File: src/rtl/utf8d_pkg.sv
package utf8d_pkg;

  localparam int CP_W      = 32;
  localparam int BYTE_W    = 8;
  localparam int PEND_W    = 3;
  localparam int CFG_IDX_W = 2;
  localparam int CNT_W     = 2;

  localparam logic [CFG_IDX_W-1:0] REG_ERROR_SYMBOL  = 2'd0;
  localparam logic [CFG_IDX_W-1:0] REG_NARROW_OUTPUT = 2'd1;

  localparam logic [BYTE_W-1:0] ERROR_SYMBOL_RST  = 8'd94;
  localparam logic              NARROW_OUTPUT_RST = 1'b1;

  // continuation bytes look like 10xxxxxx
  localparam logic [1:0] CONT_TAG = 2'b10;

  typedef struct packed {
    logic [CP_W-1:0] code_point;
    logic            was_error;
    logic            last;
  } res_t;

  typedef struct packed {
    res_t             res0;
    res_t             res1;
    logic [CNT_W-1:0] cnt;
  } dec_t;

  // number of leading ones of a lead byte, counted from 1 up to 8
  function automatic logic [3:0] lead_ones(input logic [BYTE_W-1:0] b);
    logic [3:0] n;
    logic       run;
    n   = 4'd1;
    run = 1'b1;
    for (int i = 1; i < BYTE_W; i++) begin
      if (run && b[BYTE_W-1-i]) begin
        n = n + 4'd1;
      end else begin
        run = 1'b0;
      end
    end
    return n;
  endfunction

  function automatic logic [CP_W-1:0] shape(input logic narrow,
                                            input logic [CP_W-1:0] v);
    return narrow ? {16'd0, v[15:0]} : v;
  endfunction

endpackage

File: src/rtl/utf8d_decode.sv
module utf8d_decode (
  input  logic                         clk,
  input  logic                         rst_n,
  input  logic                         go,
  input  logic [utf8d_pkg::BYTE_W-1:0] byte_in,
  input  logic [utf8d_pkg::BYTE_W-1:0] error_symbol,
  input  logic                         narrow,
  output utf8d_pkg::dec_t              dec
);
  import utf8d_pkg::*;

  logic [PEND_W-1:0] pend_r, pend_nxt;
  logic [CP_W-1:0]   acc_r, acc_nxt;

  logic [3:0]        lo;
  logic              lead_emit;
  logic [CP_W-1:0]   lead_val;
  logic [CP_W-1:0]   lead_acc;
  logic [PEND_W-1:0] lead_pend;
  logic [CP_W-1:0]   acc_cont;
  logic [BYTE_W-1:0] data_mask;

  always_comb begin
    lo        = lead_ones(byte_in);
    lead_emit = !byte_in[BYTE_W-1] || (lo == 4'd1);
    // ascii and a lone 10xxxxxx lead both give the low 7 bits
    lead_val  = {25'd0, byte_in[6:0]};
    data_mask = 8'hFF >> lo;
    lead_acc  = {24'd0, byte_in & data_mask};
    lead_pend = 3'(lo - 4'd1);
    acc_cont  = {acc_r[CP_W-7:0], byte_in[5:0]};

    pend_nxt = pend_r;
    acc_nxt  = acc_r;
    dec      = '0;

    if (pend_r != '0) begin
      if (byte_in[7:6] == CONT_TAG) begin
        pend_nxt = pend_r - 3'd1;
        acc_nxt  = acc_cont;
        if (pend_r == 3'd1) begin
          dec.cnt             = 2'd1;
          dec.res0.code_point = shape(narrow, acc_cont);
          dec.res0.last       = 1'b1;
        end
      end else begin
        // malformed continuation: error first, then restart as a lead
        dec.res0.code_point = {24'd0, error_symbol};
        dec.res0.was_error  = 1'b1;
        if (lead_emit) begin
          dec.cnt             = 2'd2;
          dec.res1.code_point = shape(narrow, lead_val);
          dec.res1.last       = 1'b1;
          pend_nxt            = '0;
          acc_nxt             = '0;
        end else begin
          dec.cnt       = 2'd1;
          dec.res0.last = 1'b1;
          pend_nxt      = lead_pend;
          acc_nxt       = lead_acc;
        end
      end
    end else if (lead_emit) begin
      dec.cnt             = 2'd1;
      dec.res0.code_point = shape(narrow, lead_val);
      dec.res0.last       = 1'b1;
    end else begin
      pend_nxt = lead_pend;
      acc_nxt  = lead_acc;
    end
  end

  always_ff @(posedge clk) begin
    if (!rst_n) begin
      pend_r <= '0;
      acc_r  <= '0;
    end else if (go) begin
      pend_r <= pend_nxt;
      acc_r  <= acc_nxt;
    end
  end

endmodule

File: src/rtl/utf8d_out_buf.sv
module utf8d_out_buf (
  input  logic            clk,
  input  logic            rst_n,
  input  logic            load,
  input  utf8d_pkg::dec_t dec,
  input  logic            pop,
  output logic            can_load,
  output logic            valid,
  output utf8d_pkg::res_t head
);
  import utf8d_pkg::*;

  res_t             slot0_r, slot0_nxt;
  res_t             slot1_r, slot1_nxt;
  logic [CNT_W-1:0] cnt_r, cnt_nxt;

  assign valid    = (cnt_r != '0);
  assign head     = slot0_r;
  // room for a full pair once the current beat drains
  assign can_load = (cnt_r == 2'd0) || ((cnt_r == 2'd1) && pop);

  always_comb begin
    cnt_nxt   = cnt_r;
    slot0_nxt = slot0_r;
    slot1_nxt = slot1_r;
    if (load) begin
      cnt_nxt   = dec.cnt;
      slot0_nxt = dec.res0;
      slot1_nxt = dec.res1;
    end else if (pop) begin
      cnt_nxt   = cnt_r - 2'd1;
      slot0_nxt = slot1_r;
    end
  end

  always_ff @(posedge clk) begin
    if (!rst_n) begin
      cnt_r <= '0;
    end else begin
      cnt_r <= cnt_nxt;
    end
  end

  always_ff @(posedge clk) begin
    slot0_r <= slot0_nxt;
    slot1_r <= slot1_nxt;
  end

endmodule

File: src/rtl/utf8_stream_decoder_unit.sv
// an input byte is registered, then decoded straight into the result buffer
// throughput: one byte per cycle when each byte gives at most one result and
//   out_ready stays high; a byte that gives two results (error then restart)
//   fills the 2-entry result buffer; the next byte waits for its second pop
// reset: synchronous active-low rst_n clears the sequence state, the pipeline
//   valids and sets error_symbol to 94 and narrow_output to 1
module utf8_stream_decoder_unit (
  input  logic                            clk,
  input  logic                            rst_n,
  input  logic                            in_valid,
  output logic                            in_ready,
  input  logic [utf8d_pkg::BYTE_W-1:0]    in_byte,
  output logic                            out_valid,
  input  logic                            out_ready,
  output logic [utf8d_pkg::CP_W-1:0]      out_code_point,
  output logic                            out_was_error,
  output logic                            out_last,
  input  logic                            cfg_valid,
  output logic                            cfg_ready,
  input  logic [utf8d_pkg::CFG_IDX_W-1:0] cfg_index,
  input  logic [utf8d_pkg::BYTE_W-1:0]    cfg_data
);
  import utf8d_pkg::*;

  // configuration registers
  logic [BYTE_W-1:0] error_symbol_r;
  logic              narrow_r;

  // input register stage
  logic              s1_valid_r;
  logic [BYTE_W-1:0] s1_byte_r;

  dec_t dec;
  res_t head;
  logic can_load;
  logic dec_go;
  logic pop;

  // config is always taken; unknown indexes are dropped
  assign cfg_ready = 1'b1;

  always_ff @(posedge clk) begin
    if (!rst_n) begin
      error_symbol_r <= ERROR_SYMBOL_RST;
      narrow_r       <= NARROW_OUTPUT_RST;
    end else if (cfg_valid) begin
      case (cfg_index)
        REG_ERROR_SYMBOL:  error_symbol_r <= cfg_data;
        REG_NARROW_OUTPUT: narrow_r       <= cfg_data[0];
        default: ;
      endcase
    end
  end

  // a byte leaves the input register when the result buffer can take its pair
  assign pop      = out_valid && out_ready;
  assign dec_go   = s1_valid_r && can_load;
  assign in_ready = !s1_valid_r || dec_go;

  always_ff @(posedge clk) begin
    if (!rst_n) begin
      s1_valid_r <= 1'b0;
    end else if (in_ready) begin
      s1_valid_r <= in_valid;
    end
  end

  always_ff @(posedge clk) begin
    if (in_ready && in_valid) begin
      s1_byte_r <= in_byte;
    end
  end

  // sequence state plus the per-byte decode
  utf8d_decode u_decode (
    .clk          (clk),
    .rst_n        (rst_n),
    .go           (dec_go),
    .byte_in      (s1_byte_r),
    .error_symbol (error_symbol_r),
    .narrow       (narrow_r),
    .dec          (dec)
  );

  // result register, up to two beats per byte
  utf8d_out_buf u_out_buf (
    .clk      (clk),
    .rst_n    (rst_n),
    .load     (dec_go),
    .dec      (dec),
    .pop      (pop),
    .can_load (can_load),
    .valid    (out_valid),
    .head     (head)
  );

  assign out_code_point = head.code_point;
  assign out_was_error  = head.was_error;
  assign out_last       = head.last;

`ifndef SYNTH
  // a pair is always an error beat followed by the final beat
  a_pair_shape: assert property (@(posedge clk) disable iff (!rst_n)
    dec_go && (dec.cnt == 2'd2) |->
      dec.res0.was_error && !dec.res0.last && dec.res1.last && !dec.res1.was_error)
    else $error("two-result byte not error then last");

  // a single result always closes its byte
  a_single_last: assert property (@(posedge clk) disable iff (!rst_n)
    dec_go && (dec.cnt == 2'd1) |-> dec.res0.last)
    else $error("single result without last");

  // narrow mode keeps decoded values within 16 bits
  a_narrow_fit: assert property (@(posedge clk) disable iff (!rst_n)
    out_valid && narrow_r && !out_was_error |-> (out_code_point[31:16] == 16'd0))
    else $error("narrow result exceeds 16 bits");
`endif

endmodule
File: config.mk
export PLATFORM = sky130hd
export DESIGN_NAME = utf8_stream_decoder_unit
export DESIGN_NICKNAME = d
export VERILOG_FILES = /design/src/rtl/utf8d_pkg.sv /design/src/rtl/utf8d_decode.sv /design/src/rtl/utf8d_out_buf.sv /design/src/rtl/utf8_stream_decoder_unit.sv
export SDC_FILE = /design/constraint.sdc
export NUM_CORES = 1
export LEC_CHECK = 0
export BUFFER_PORTS_ARGS = -buffer_cell sky130_fd_sc_hd__buf_2
export CELL_PAD_IN_SITES_DETAIL_PLACEMENT = 1
export CELL_PAD_IN_SITES_GLOBAL_PLACEMENT = 2
export CORE_ASPECT_RATIO = 0.9
export CORE_MARGIN = 2
export CORE_UTILIZATION = 39
export DETAILED_ROUTE_END_ITERATION = 7
export PLACE_DENSITY_LB_ADDON = 0.1
export SYNTH_ARGS = -nofsm -noshare
export SYNTH_HDL_FRONTEND = slang
export SYNTH_SLANG_ARGS = --single-unit
File: constraint.sdc
create_clock -name clk -period 7.1 [get_ports clk]
set_input_delay 0.355 -clock clk [delete_from_list [all_inputs] [get_ports clk]]
set_output_delay 0.355 -clock clk [all_outputs]
set_load 0.01 [all_outputs]
==> results of run 1 <==
final timing paths:
path                                        start                               to  slack [ns]  cells after the start
setup / recovery           s1_byte_r[2]$_DFFE_PP_   u_decode.acc_r[0]$_SDFFE_PN0P_        2.44                     17
hold / removal                         in_byte[6]           s1_byte_r[6]$_DFFE_PP_        0.19                      1
setup reg to reg           s1_byte_r[2]$_DFFE_PP_   u_decode.acc_r[0]$_SDFFE_PN0P_        2.44                     17
hold reg to reg   u_decode.acc_r[21]$_SDFFE_PN0P_  u_decode.acc_r[21]$_SDFFE_PN0P_        0.46                      2
worst max-delay path: cells and delay by family (launching register included):
kind	cells	cell delay (ns)
AO/OA/AOI/OAI	8	2.11
adder cells (fa/ha/maj)	3	0.79
buffers and inverters	2	0.19
flip-flops	1	0.59
AND/OR/NAND/NOR	4	0.85
cells in the mapped netlist, drive strengths merged, types with 4 or more instances:
cell type | instances | area share, %
ha | 11 | 3.3
clkbuf | 15 | 1.5
buf | 10 | 1.9
edfxtp | 50 | 36
and2 | 24 | 3.6
nor2b | 4 | 0.60
inv | 13 | 1.2
nand3 | 34 | 4.4
nor2 | 18 | 1.7
o21ai | 14 | 1.7
dfxtp | 41 | 20
nand2b | 4 | 0.60
nand2 | 61 | 5.5
a21oi | 45 | 5.6
and3 | 10 | 1.5
a21o | 4 | 0.72
o22ai | 7 | 1.0
a211oi | 5 | 1.2
metrics by stage:
stage	instance area (um2)	worst slack [ns]	total power, W	cells
finish	4811	2.436	0.001418	596
global route	4811	2.030	0.001486	596
CTS	4811	2.450	0.001431	596
detailed placement	4521	2.476	0.0009581	581
global placement	4521	2.697	0.0009481	581
floorplan	4194	3.600	0.0008539	417
cell families (layout without fill, tap and decap cells):
logic type,after synthesis,after routing,synth area share (%)
muxes,1,1,0.2387
AOI/OAI and AO/OA,100,100,15.33
buffers and inverters,39,89,4.594
adders and majority gates,11,11,3.282
xor gates and xnor gates,2,2,0.4177
and+or+nand+nor,172,172,20.67
DFF,91,91,55.37
other,1,1,0.08941
registers in the layout, summed over array words and instances, names as in the netlist:
name,flops
error_symbol_r,8
narrow_r,1
s1_byte_r,8
s1_valid_r,1
u_decode.acc_r,26
u_decode.pend_r,3
u_out_buf.cnt_r,2
u_out_buf.head,34
u_out_buf.slot1_r,8
power by group:
group          total, W  switching (W)  internal (W)  leakage [nW]
logic          0.000276       0.000185     0.0000909         0.887
registers      0.000668      0.0000319      0.000636         0.820
clock network  0.000474       0.000203      0.000271         0.142
total           0.00142       0.000419      0.000999          1.85
layer usage:
layer | track usage [%] | vias up
met1 | 28.75 | 1610
li1 | - | 1585
met3 | 3.440 | 8
met2 | 32.75 | 76
met4 | 5.066 | 0
met5 | 0 | -
area by class of cell:
type / count / area (um2) / share of cell area (%)
inverter: 14 / 52.55 / 1.092
clock buffer: 9 / 225.2 / 4.681
sequential: 91 / 2322 / 48.27
tap: 129 / 161.4 / 3.355
multi-input combinational: 287 / 1679 / 34.90
timing repair buffer: 60 / 305.3 / 6.346
clock inverter: 6 / 65.06 / 1.352
==> results by group, run 1 <==
Run status
  • Status: completed

Final layout
  • Antenna diodes: 0
  • Highest-count cells in the layout ignoring fill and taps: 61 x nand2_1, 58 x buf_2, 50 x edfxtp_1, 44 x a21oi_1, 41 x dfxtp_1
  • Area growth syn-to-layout: 14.71%
  • Share of layout cells above drive strength 1: 18.20%
  • Post-layout util: 46.55%
  • Fill cells: 1200
  • Most common cell after layout, fill and taps aside: nand2_1
  • Total Nets Final: 497

Timing
  • Final Hold Fails: 0
  • Tmin final: 4.664 ns
  • Period utilization: 65.68%
  • Setup-failing EPs final: 0
  • Setup TNS Final: 0 ns
  • Slew @ Worst Pin: 0.9564 ns
  • Hold_ws: 0.1892 ns
  • RSZ-0062 raised after global routing: false
  • Maximum clock rate: 214.4 MHz
  • Worst Skew: 0.008638 ns
  • Rel. slew slack: 36.24%
  • Max Transition Viols Final: 0

Clock tree
  • Post-CTS sizing: 0
  • Num Clock Sinks: 91
  • CTS tree: done
  • Root Buffer: clkbuf_16
  • CTS hold repair buffers: 0
  • Clock latency on the worst-skew pair: 0.34 ns
  • Reg clk slew, reported paths: 0.06 ns
  • H-tree lvl count: 3
  • Num CTS Buffers: 9
  • Clock Path Buffers: 2
  • Post-CTS Setup Bufs: 0

Detailed routing
  • DRT antenna net count: 0
  • Met2 Routed Length: 5.192 mm
  • Metal3 WL: 430 um
  • Vias per cell: 5.502
  • DRC errors left: 0
  • Initial DRC Count: 197
  • Vias post-DR: 3279
  • First-pass iteration count of the detailed router: 4
  • Top routing layer in use: met4
  • Wirelength per Cell: 18.75 um
  • Met1 WL: 5.466 mm
  • Final wirelength: 11.18 mm

Min path
  • Hold/Removal Path Class: input port to register

Setup path
  • CP max stage delay: 0.73 ns
  • Critical path type: register to register
  • Cell Chain, Critical Path: nand2_1, a21oi_1, ha_1, inv_1, a21o_1, a21oi_1, ha_1, nand3_1, a31o_2, a21oi_1, inv_1, ha_1, nor2b_1, o211a_1, a21o_1, nand2_1, o31ai_1
  • Startpoint types: register
  • Worst path arrival time: 4.91 ns
  • WP data required: 7.34 ns
  • Critical Path Slowest Stage Cell: a21o_1
  • Crit end category: register
  • Crit-path max FO: 27

Yosys
  • Synth warn: 0
  • Commonest register cell after synthesis: edfxtp_1
  • Post-Syn Instances: 417
  • Avg Synthesized Cell Area: 10.06 um2
  • Async S/R FF share, synth: 0%
  • Post-synth EDFFs: 50
  • Syn_nets: 451
  • Seq cells post-synth: 91
  • Post-synthesis sequential area ratio: 55.37%
  • Synthesized area: 0.004194 mm2
  • Distinct cells, synth: 61

Run
  • Maxcap violations: 0

Placement
  • HPWL after DPL: 8.027 mm
  • GPL Wtd Cong: 0.8219
  • Port Buf Inserts: 58

Floorplan
  • Die Y: 102.4 um
  • DIE WIDTH: 113.3 um
  • Core area: 0.01033 mm2
  • Initial core utilization: 40.58%
  • Std cell rows: 35
  • Die Area: 0.01160 mm2
  • # IOs: 60

Power and ir drop
  • Leak: 1.849 nW
  • Pwr per Cell Area: 294.7 mW/mm2
  • Worst vdd ir: 0.1109 mV

GRT
  • GR Overflow Total: 0
  • GRT Resource Usage Total: 20.31%
  • First-pass GRT wire length: 17.96 mm
  • Number of global-route vias before repair: 3278
  • Antenna violations before repair: 0
  • Largest net degree at the start of global routing: 35
Note: power is estimated with default switching activity, not from simulation.
==> run 2, diff against run 1 <==
Settings changed: CORE_UTILIZATION 39 to 33.
Clock period 7.1 ns to 4.25 ns, I/O delays scaled along.
==> run 2 against run 1 <==
Final area up 3.1%; total power is 69% higher; register-to-register slack lost 2.2 ns; die area rose by 17%; first-iteration DRC count down 13%; clock skew down 0.0033 ns; routed wire length grew 5.3%; setup slack lost 2.2 ns; cell count is 8.2% higher; clock-buffer cell count grew 1; core utilization is 7.0 points lower; largest cell class unchanged.
==> results by group, run 2 (same netlist as run 1, synthesis figures left out) <==
Final layout
  • Highest-count cells in the layout ignoring fill and taps: 61 x nand2_1, 58 x buf_2, 50 x edfxtp_1, 44 x a21oi_1, 41 x dfxtp_1
  • Antenna diodes: 0 (unchanged)
  • Post-layout util: 39.56% (-7.0 points)
  • Total Nets Final: 510 (+2.6%)
  • Cell area after layout: 0.004961 mm2 (+3.1%)
  • Area growth syn-to-layout: 18.29%
  • Fill cells: 1435 (+20%)
  • Share of layout cells above drive strength 1: 20.58% (+2.4 points)
  • Max FFs per register: 34 (unchanged)
  • Most common cell after layout, fill and taps aside: nand2_1

Setup path
  • Worst path arrival time: 4.22 ns (-0.69 ns)
  • WP data required: 4.49 ns (-2.85 ns)
  • Critical path type: register to register
  • Crit-path max FO: 26 (-3.7%)
  • Startpoint types: register
  • Crit end category: register

GRT
  • GR Overflow Total: 0 (unchanged)
  • Number of global-route vias before repair: 3399 (+3.7%)
  • First-pass GRT wire length: 18.91 mm (+5.3%)
  • Largest net degree at the start of global routing: 35 (unchanged)
  • GRT Resource Usage Total: 18.46% (-1.8 points)
  • Antenna violations before repair: 0 (unchanged)

Detailed routing
  • First-pass iteration count of the detailed router: 4 (unchanged)
  • Wirelength per Cell: 18.24 um (-2.7%)
  • Final wirelength: 11.77 mm (+5.3%)
  • Vias post-DR: 3277 (-0.061%)
  • DRT antenna net count: 0 (unchanged)
  • DRC errors left: 0 (unchanged)
  • Initial DRC Count: 172 (-13%)
  • Vias per cell: 5.081 (-7.7%)

Timing
  • Period utilization: 93.58% (+28 points)
  • Slew @ Worst Pin: 0.9428 ns (-0.01366 ns)
  • Setup TNS Final: 0 ns (unchanged)
  • Worst Skew: 0.005341 ns (-0.003297 ns)
  • Final Hold Fails: 0 (unchanged)
  • Maximum clock rate: 251.4 MHz (+17%)
  • Rel. slew slack: 36.76% (+0.52 points)
  • Tmin final: 3.977 ns (-0.6866 ns)
  • RSZ-0062 raised after global routing: false
  • Setup-failing EPs final: 0 (unchanged)
  • Max Transition Viols Final: 0 (unchanged)

Clock tree
  • Num Clock Sinks: 91 (unchanged)
  • Root Buffer: clkbuf_16
  • Reg clk slew, reported paths: 0.07 ns (about the same)
  • Num CTS Buffers: 9 (unchanged)
  • CTS tree: done
  • H-tree lvl count: 3 (unchanged)
  • Clock latency on the worst-skew pair: 0.36 ns (+0.02 ns)
  • Clock Path Buffers: 2 (unchanged)

Power and ir drop
  • Switching share of power: 29.85% (+0.27 points)
  • Clock Power Share: 33.5% (about the same)
  • Worst vdd ir: 0.2045 mV (+84%)
  • Net Switching: 0.0007170 W (+71%)
  • Pint: 0.001685 W (+69%)
  • Seq pwr share: 46.2% (-0.9 points)
  • Pwr per Cell Area: 484.2 mW/mm2 (+64%)
  • Leak: 1.909 nW (+3.3%)
  • Combinational Power Share: 20.3% (+0.9 points)

Placement
  • GPL Wtd Cong: 0.8012 (-2.5%)
  • Port Buf Inserts: 58 (unchanged)
  • HPWL after DPL: 8.257 mm (+2.9%)
  • Dpl cell area: 0.004612 mm2 (+2.0%)

Floorplan
  • Die Area: 0.01363 mm2 (+17%)
  • Std cell rows: 39 (+11%)
  • Die Y: 111.0 um (+8.4%)
  • DIE WIDTH: 122.8 um (+8.4%)
  • # IOs: 60 (unchanged)
  • Initial core utilization: 33.44% (-7.1 points)
  • Core area: 0.01254 mm2 (+21%)

Run status
  • Status: completed

Run
  • Maxcap violations: 0 (unchanged)

Min path
  • Hold/Removal Path Class: input port to register
## run 2: power by group through the flow
stage | Clock (W) | Sequential (W) | Combinational [W]
finish | 0.000806 | 0.00111 | 0.000487
CTS | 0.000831 | 0.00112 | 0.000483
global placement | 0 | 0.00113 | 0.000476
floorplan | 0 | 0.00115 | 0.000272
global route | 0.000859 | 0.00112 | 0.000545
detailed placement | 0 | 0.00113 | 0.000481
## run 2: repair_timing
action | CTS | global route
hold endpoints to repair | 0 | 0
hold buffers | 0 | 0
resized for setup | 0 | 1
buffers inserted | 0 | 7
setup endpoints to repair | 0 | 24
## run 2: worst max-delay path, cell delays in order (launching register included)
cell	delay, ns
edfxtp_1	0.47
buf_4	0.19
nand2_1	0.15
a21oi_1	0.10
ha_1	0.32
inv_1	0.07
a21o_1	0.11
a21oi_1	0.07
ha_1	0.29
nand3_1	0.08
a31o_2	0.27
a21oi_1	0.28
inv_1	0.13
ha_1	0.24
nor2b_1	0.18
o211a_1	0.22
a21o_1	0.13
buf_6	0.23
nor2_1	0.07
a311oi_1	0.24
## run 2: path summary, 6_finish.rpt
kind                                         from                               to  cells after the start  slack (ns)
setup / recovery           s1_byte_r[3]$_DFFE_PP_   u_decode.acc_r[7]$_SDFFE_PN0P_                     19        0.27
hold / removal                         in_byte[6]           s1_byte_r[6]$_DFFE_PP_                      1        0.03
setup reg to reg           s1_byte_r[3]$_DFFE_PP_   u_decode.acc_r[7]$_SDFFE_PN0P_                     19        0.27
hold reg to reg   u_decode.acc_r[23]$_SDFFE_PN0P_  u_decode.acc_r[23]$_SDFFE_PN0P_                      2        0.45
## run 2: area by class of cell
type                       instances  area, um2  area share, %
sequential                        91       2322          46.81
multi-input combinational        287       1682          33.90
timing repair buffer              73      406.6          8.197
clock buffer                      10      229.0          4.615
tap                              164      205.2          4.136
clock inverter                     6      63.81          1.286
inverter                          14      52.55          1.059
## run 2: per-layer routing
metal	up-vias	part of all wire [%]	global-route usage [%]
li1	1611	-	-
met1	1591	50	25.84
met2	65	44	27.77
met3	10	4.1	4.990
met4	0	1.1	5.441
met5	-	0	0
## run 2: stage by stage
step	setup WS [ns]	power (W)	cells	hold WS, ns
after floorplan	0.7498	0.001427	417	0.3114
after global placement	0.4876	0.001604	622	0.3920
after detailed placement	0.2020	0.001614	622	0.3913
after CTS	0.1780	0.002429	638	0.01637
after global routing	0.0006004	0.002529	645	0.02207
final	0.2730	0.002402	645	0.02758
==> run 3, diff against run 2 <==
Settings changed: CORE_ASPECT_RATIO 0.9 to 1.1, CORE_UTILIZATION 33 to 36, SYNTH_HIERARCHICAL set to 1.
==> run 3 against run 2 <==
Cell count rose by 23%; first-iteration DRC count decreased by 5.2%; hold slack better by 0.031 ns; clock power rose by 84%; synthesized area increased by 37%; core utilization rose by 6.2 points; synthesized cell count rose by 17%; largest power group unchanged.
==> results by group, run 3 <==
Timing
  • Worst Skew: 0.008612 ns (+0.003271 ns)
  • Setup-failing EPs final: 0 (unchanged)
  • Period utilization: 96.68% (+3.1 points)
  • Max Transition Viols Final: 0 (unchanged)
  • Maximum clock rate: 243.4 MHz (-3.2%)
  • Hold_ws: 0.05891 ns (+0.03132 ns)
  • RSZ-0062 raised after global routing: true
  • Setup TNS Final: 0 ns (unchanged)
  • Tmin final: 4.109 ns (+0.1317 ns)
  • Final Hold Fails: 0 (unchanged)
  • Rel. slew slack: 30.17% (-6.6 points)
  • Slew @ Worst Pin: 1.047 ns (+0.1047 ns)

Setup path
  • WP data required: 4.59 ns (+0.10 ns)
  • Crit-path max FO: 4 (-85%)
  • Startpoint types: register
  • Crit end category: register
  • Critical path type: register to register
  • Worst path arrival time: 4.45 ns (+0.23 ns)

GRT
  • Antenna violations before repair: 0 (unchanged)
  • GRT Resource Usage Total: 16.95% (-1.5 points)
  • GR Overflow Total: 0 (unchanged)
  • Number of global-route vias before repair: 4211 (+24%)
  • Largest net degree at the start of global routing: 48 (+37%)
  • First-pass GRT wire length: 22.38 mm (+18%)

Power and ir drop
  • Switching share of power: 27.00% (-2.9 points)
  • Leak: 2.842 nW (+49%)
  • Pwr per Cell Area: 528.7 mW/mm2 (+9.2%)
  • Net Switching: 0.001024 W (+43%)
  • Worst vdd ir: 0.2528 mV (+24%)
  • Seq pwr share: 39.3% (-6.9 points)
  • Combinational Power Share: 21.6% (+1.3 points)
  • Clock Power Share: 39.0% (+5.5 points)
  • Pint: 0.002768 W (+64%)

Final layout
  • Most common cell after layout, fill and taps aside: edfxtp_1
  • Final std cells w/o fill: 792 (+23%)
  • Area growth syn-to-layout: 24.83%
  • Area occupied by registers: 0.003103 mm2 (+34%)
  • Highest-count cells in the layout ignoring fill and taps: 76 x edfxtp_1, 58 x buf_2, 41 x dfxtp_1, 34 x mux2_2, 30 x nor2_1
  • Multi-input gate area: 0.002446 mm2 (+45%)
  • Antenna diodes: 0 (unchanged)
  • Fill cells: 1712 (+19%)
  • Total Nets Final: 616 (+21%)
  • Share of layout cells above drive strength 1: 32.09% (+12 points)

Run status
  • Status: completed

Yosys
  • Count leader, synth: edfxtp_1
  • Commonest register cell after synthesis: edfxtp_1
  • Synthesized area: 0.005746 mm2 (+37%)
  • Async S/R FF share, synth: 0% (unchanged)
  • Synth top area cells: edfxtp_1 40%, dfxtp_1 14%, mux2_2 7.1%, buf_4 3.9%, and2_1 3.2%
  • Synth warn: 6 (+6)
  • Synth top area share: 39.72% (+3.9 points)
  • Top cells by count, synth: 76 x edfxtp_1, 41 x dfxtp_1, 36 x mux2_2
  • Largest area contributor in the netlist: edfxtp_1
  • Post-Syn Instances: 489 (+17%)
  • Distinct cells, synth: 64 (+4.9%)
  • Seq cells post-synth: 117 (+29%)
  • Post-synth EDFFs: 76 (+52%)
  • Avg Synthesized Cell Area: 11.75 um2 (+17%)
  • Post-synthesis sequential area ratio: 54.01% (-1.4 points)

Detailed routing
  • DRC errors left: 0 (unchanged)
  • Wirelength per Cell: 17.25 um (-5.4%)
  • Vias post-DR: 3957 (+21%)
  • Metal3 WL: 324 um (-32%)
  • Top routing layer in use: met4
  • Initial DRC Count: 163 (-5.2%)
  • Final wirelength: 13.66 mm (+16%)
  • Met2 Routed Length: 6.622 mm (+27%)
  • Met1 WL: 6.475 mm (+9.4%)
  • First-pass iteration count of the detailed router: 4 (unchanged)
  • Vias per cell: 4.996 (-1.7%)
  • DRT antenna net count: 0 (unchanged)

Clock tree
  • Clock Path Buffers: 2 (unchanged)
  • Clock latency on the worst-skew pair: 0.41 ns (+0.05 ns)
  • H-tree lvl count: 4 (+1)
  • Reg clk slew, reported paths: 0.05 ns (-0.02 ns)
  • CTS tree: done
  • Num Clock Sinks: 117 (+29%)
  • Root Buffer: clkbuf_16
  • Num CTS Buffers: 17 (+8)

Placement
  • GPL Wtd Cong: 0.7916 (-1.2%)
  • Port Buf Inserts: 58 (unchanged)
  • HPWL after DPL: 9.208 mm (+12%)
  • Placed Instances: 741 (+19%)

Floorplan
  • Core area: 0.01568 mm2 (+25%)
  • Die Area: 0.01699 mm2 (+25%)
  • Initial core utilization: 36.65% (+3.2 points)
  • Std cell rows: 48 (+23%)
  • Die Y: 136.5 um (+23%)
  • DIE WIDTH: 124.5 um (+1.3%)
  • # IOs: 60 (unchanged)

Run
  • Maxcap violations: 0 (unchanged)

Min path
  • Hold/Removal Path Class: input port to register
run 3: routing by layer:
layer	up-vias	track usage, %
met5	-	0
met2	43	28.14
li1	1912	-
met4	0	5.993
met3	15	4.691
met1	1987	21.40
run 3: power by group through the flow:
| stage | sequential [W] | combinational, W | clock [W] |
|---|---|---|---|
| after global routing | 0.00151 | 0.000906 | 0.00157 |
| after CTS | 0.00149 | 0.000782 | 0.00152 |
| after global placement | 0.00151 | 0.000729 | 0 |
| final | 0.00149 | 0.000821 | 0.00148 |
| after floorplan | 0.00154 | 0.000471 | 0 |
| after detailed placement | 0.00152 | 0.000753 | 0 |
run 3: cell type report:
| type | instances | share of cell area (%) |
|---|---|---|
| clock buffers | 21 | 6.281 |
| well taps | 200 | 3.489 |
| flip-flops and latches | 117 | 43.27 |
| clock inverters | 11 | 2.198 |
| inverters | 26 | 1.431 |
| repair buffers | 98 | 9.229 |
| multi-input cells | 319 | 34.11 |
run 3: logic make-up after synthesis:
logic type               count (synthesis)  share of synthesized area (%)
XOR/XNOR                                 3                         0.4574
flip-flops                             117                          54.01
adder cells (fa/ha/maj)                 14                          3.049
multiplexers                            43                          8.493
other                                    2                         0.1307
buffers and inverters                   78                          7.796
AO/OA/AOI/OAI                           89                          11.76
AND/OR/NAND/NOR                        143                          14.31
run 3: worst max-delay path, stage by stage (launching register included):
cell	delay, ns
edfxtp_1	0.45
a21o_1	0.24
ha_4	0.28
nand2_4	0.05
a31oi_4	0.19
ha_4	0.23
mux2i_4	0.15
inv_2	0.06
ha_4	0.23
o21a_1	0.16
ha_1	0.29
mux2_4	0.25
o21a_1	0.19
inv_2	0.09
buf_6	0.10
ha_4	0.12
inv_2	0.04
ha_4	0.22
or4b_4	0.53
a21oi_2	0.14
run 3: worst paths after layout:
path              slack [ns]                              end  depth (start not counted)                           start
hold / removal          0.06   error_symbol_r[5]$_SDFFE_PN0P_                          3                     cfg_data[5]
setup reg to reg        0.14  u_decode/pend_r[2]$_SDFFE_PN0P_                         19          s1_byte_r[5]$_DFFE_PP_
hold reg to reg         0.47   error_symbol_r[5]$_SDFFE_PN0P_                          2  error_symbol_r[5]$_SDFFE_PN0P_
setup / recovery        0.14  u_decode/pend_r[2]$_SDFFE_PN0P_                         19          s1_byte_r[5]$_DFFE_PP_
run 3: repair_timing:
item	CTS	global route
pin swaps	5	18
setup buffers	4	5
resized for setup	7	22
hold endpoints to repair	8	0
cloned	0	2
setup endpoints to repair	30	39
hold buffers	8	0
run 3: stage by stage:
| stage | power, W | cell area, um2 | utilization (%) | setup slack [ns] |
|---|---|---|---|---|
| after floorplan | 0.002014 | 5849 | - | 0.01958 |
| after CTS | 0.003793 | 6972 | 44.48 | 0.03407 |
| after detailed placement | 0.002270 | 6210 | 39.62 | -0.1120 |
| after global routing | 0.003987 | 7172 | 45.75 | -0.02812 |
| after global placement | 0.002241 | 6210 | 39.62 | 0.01732 |
| final | 0.003792 | 7172 | 45.75 | 0.1412 |
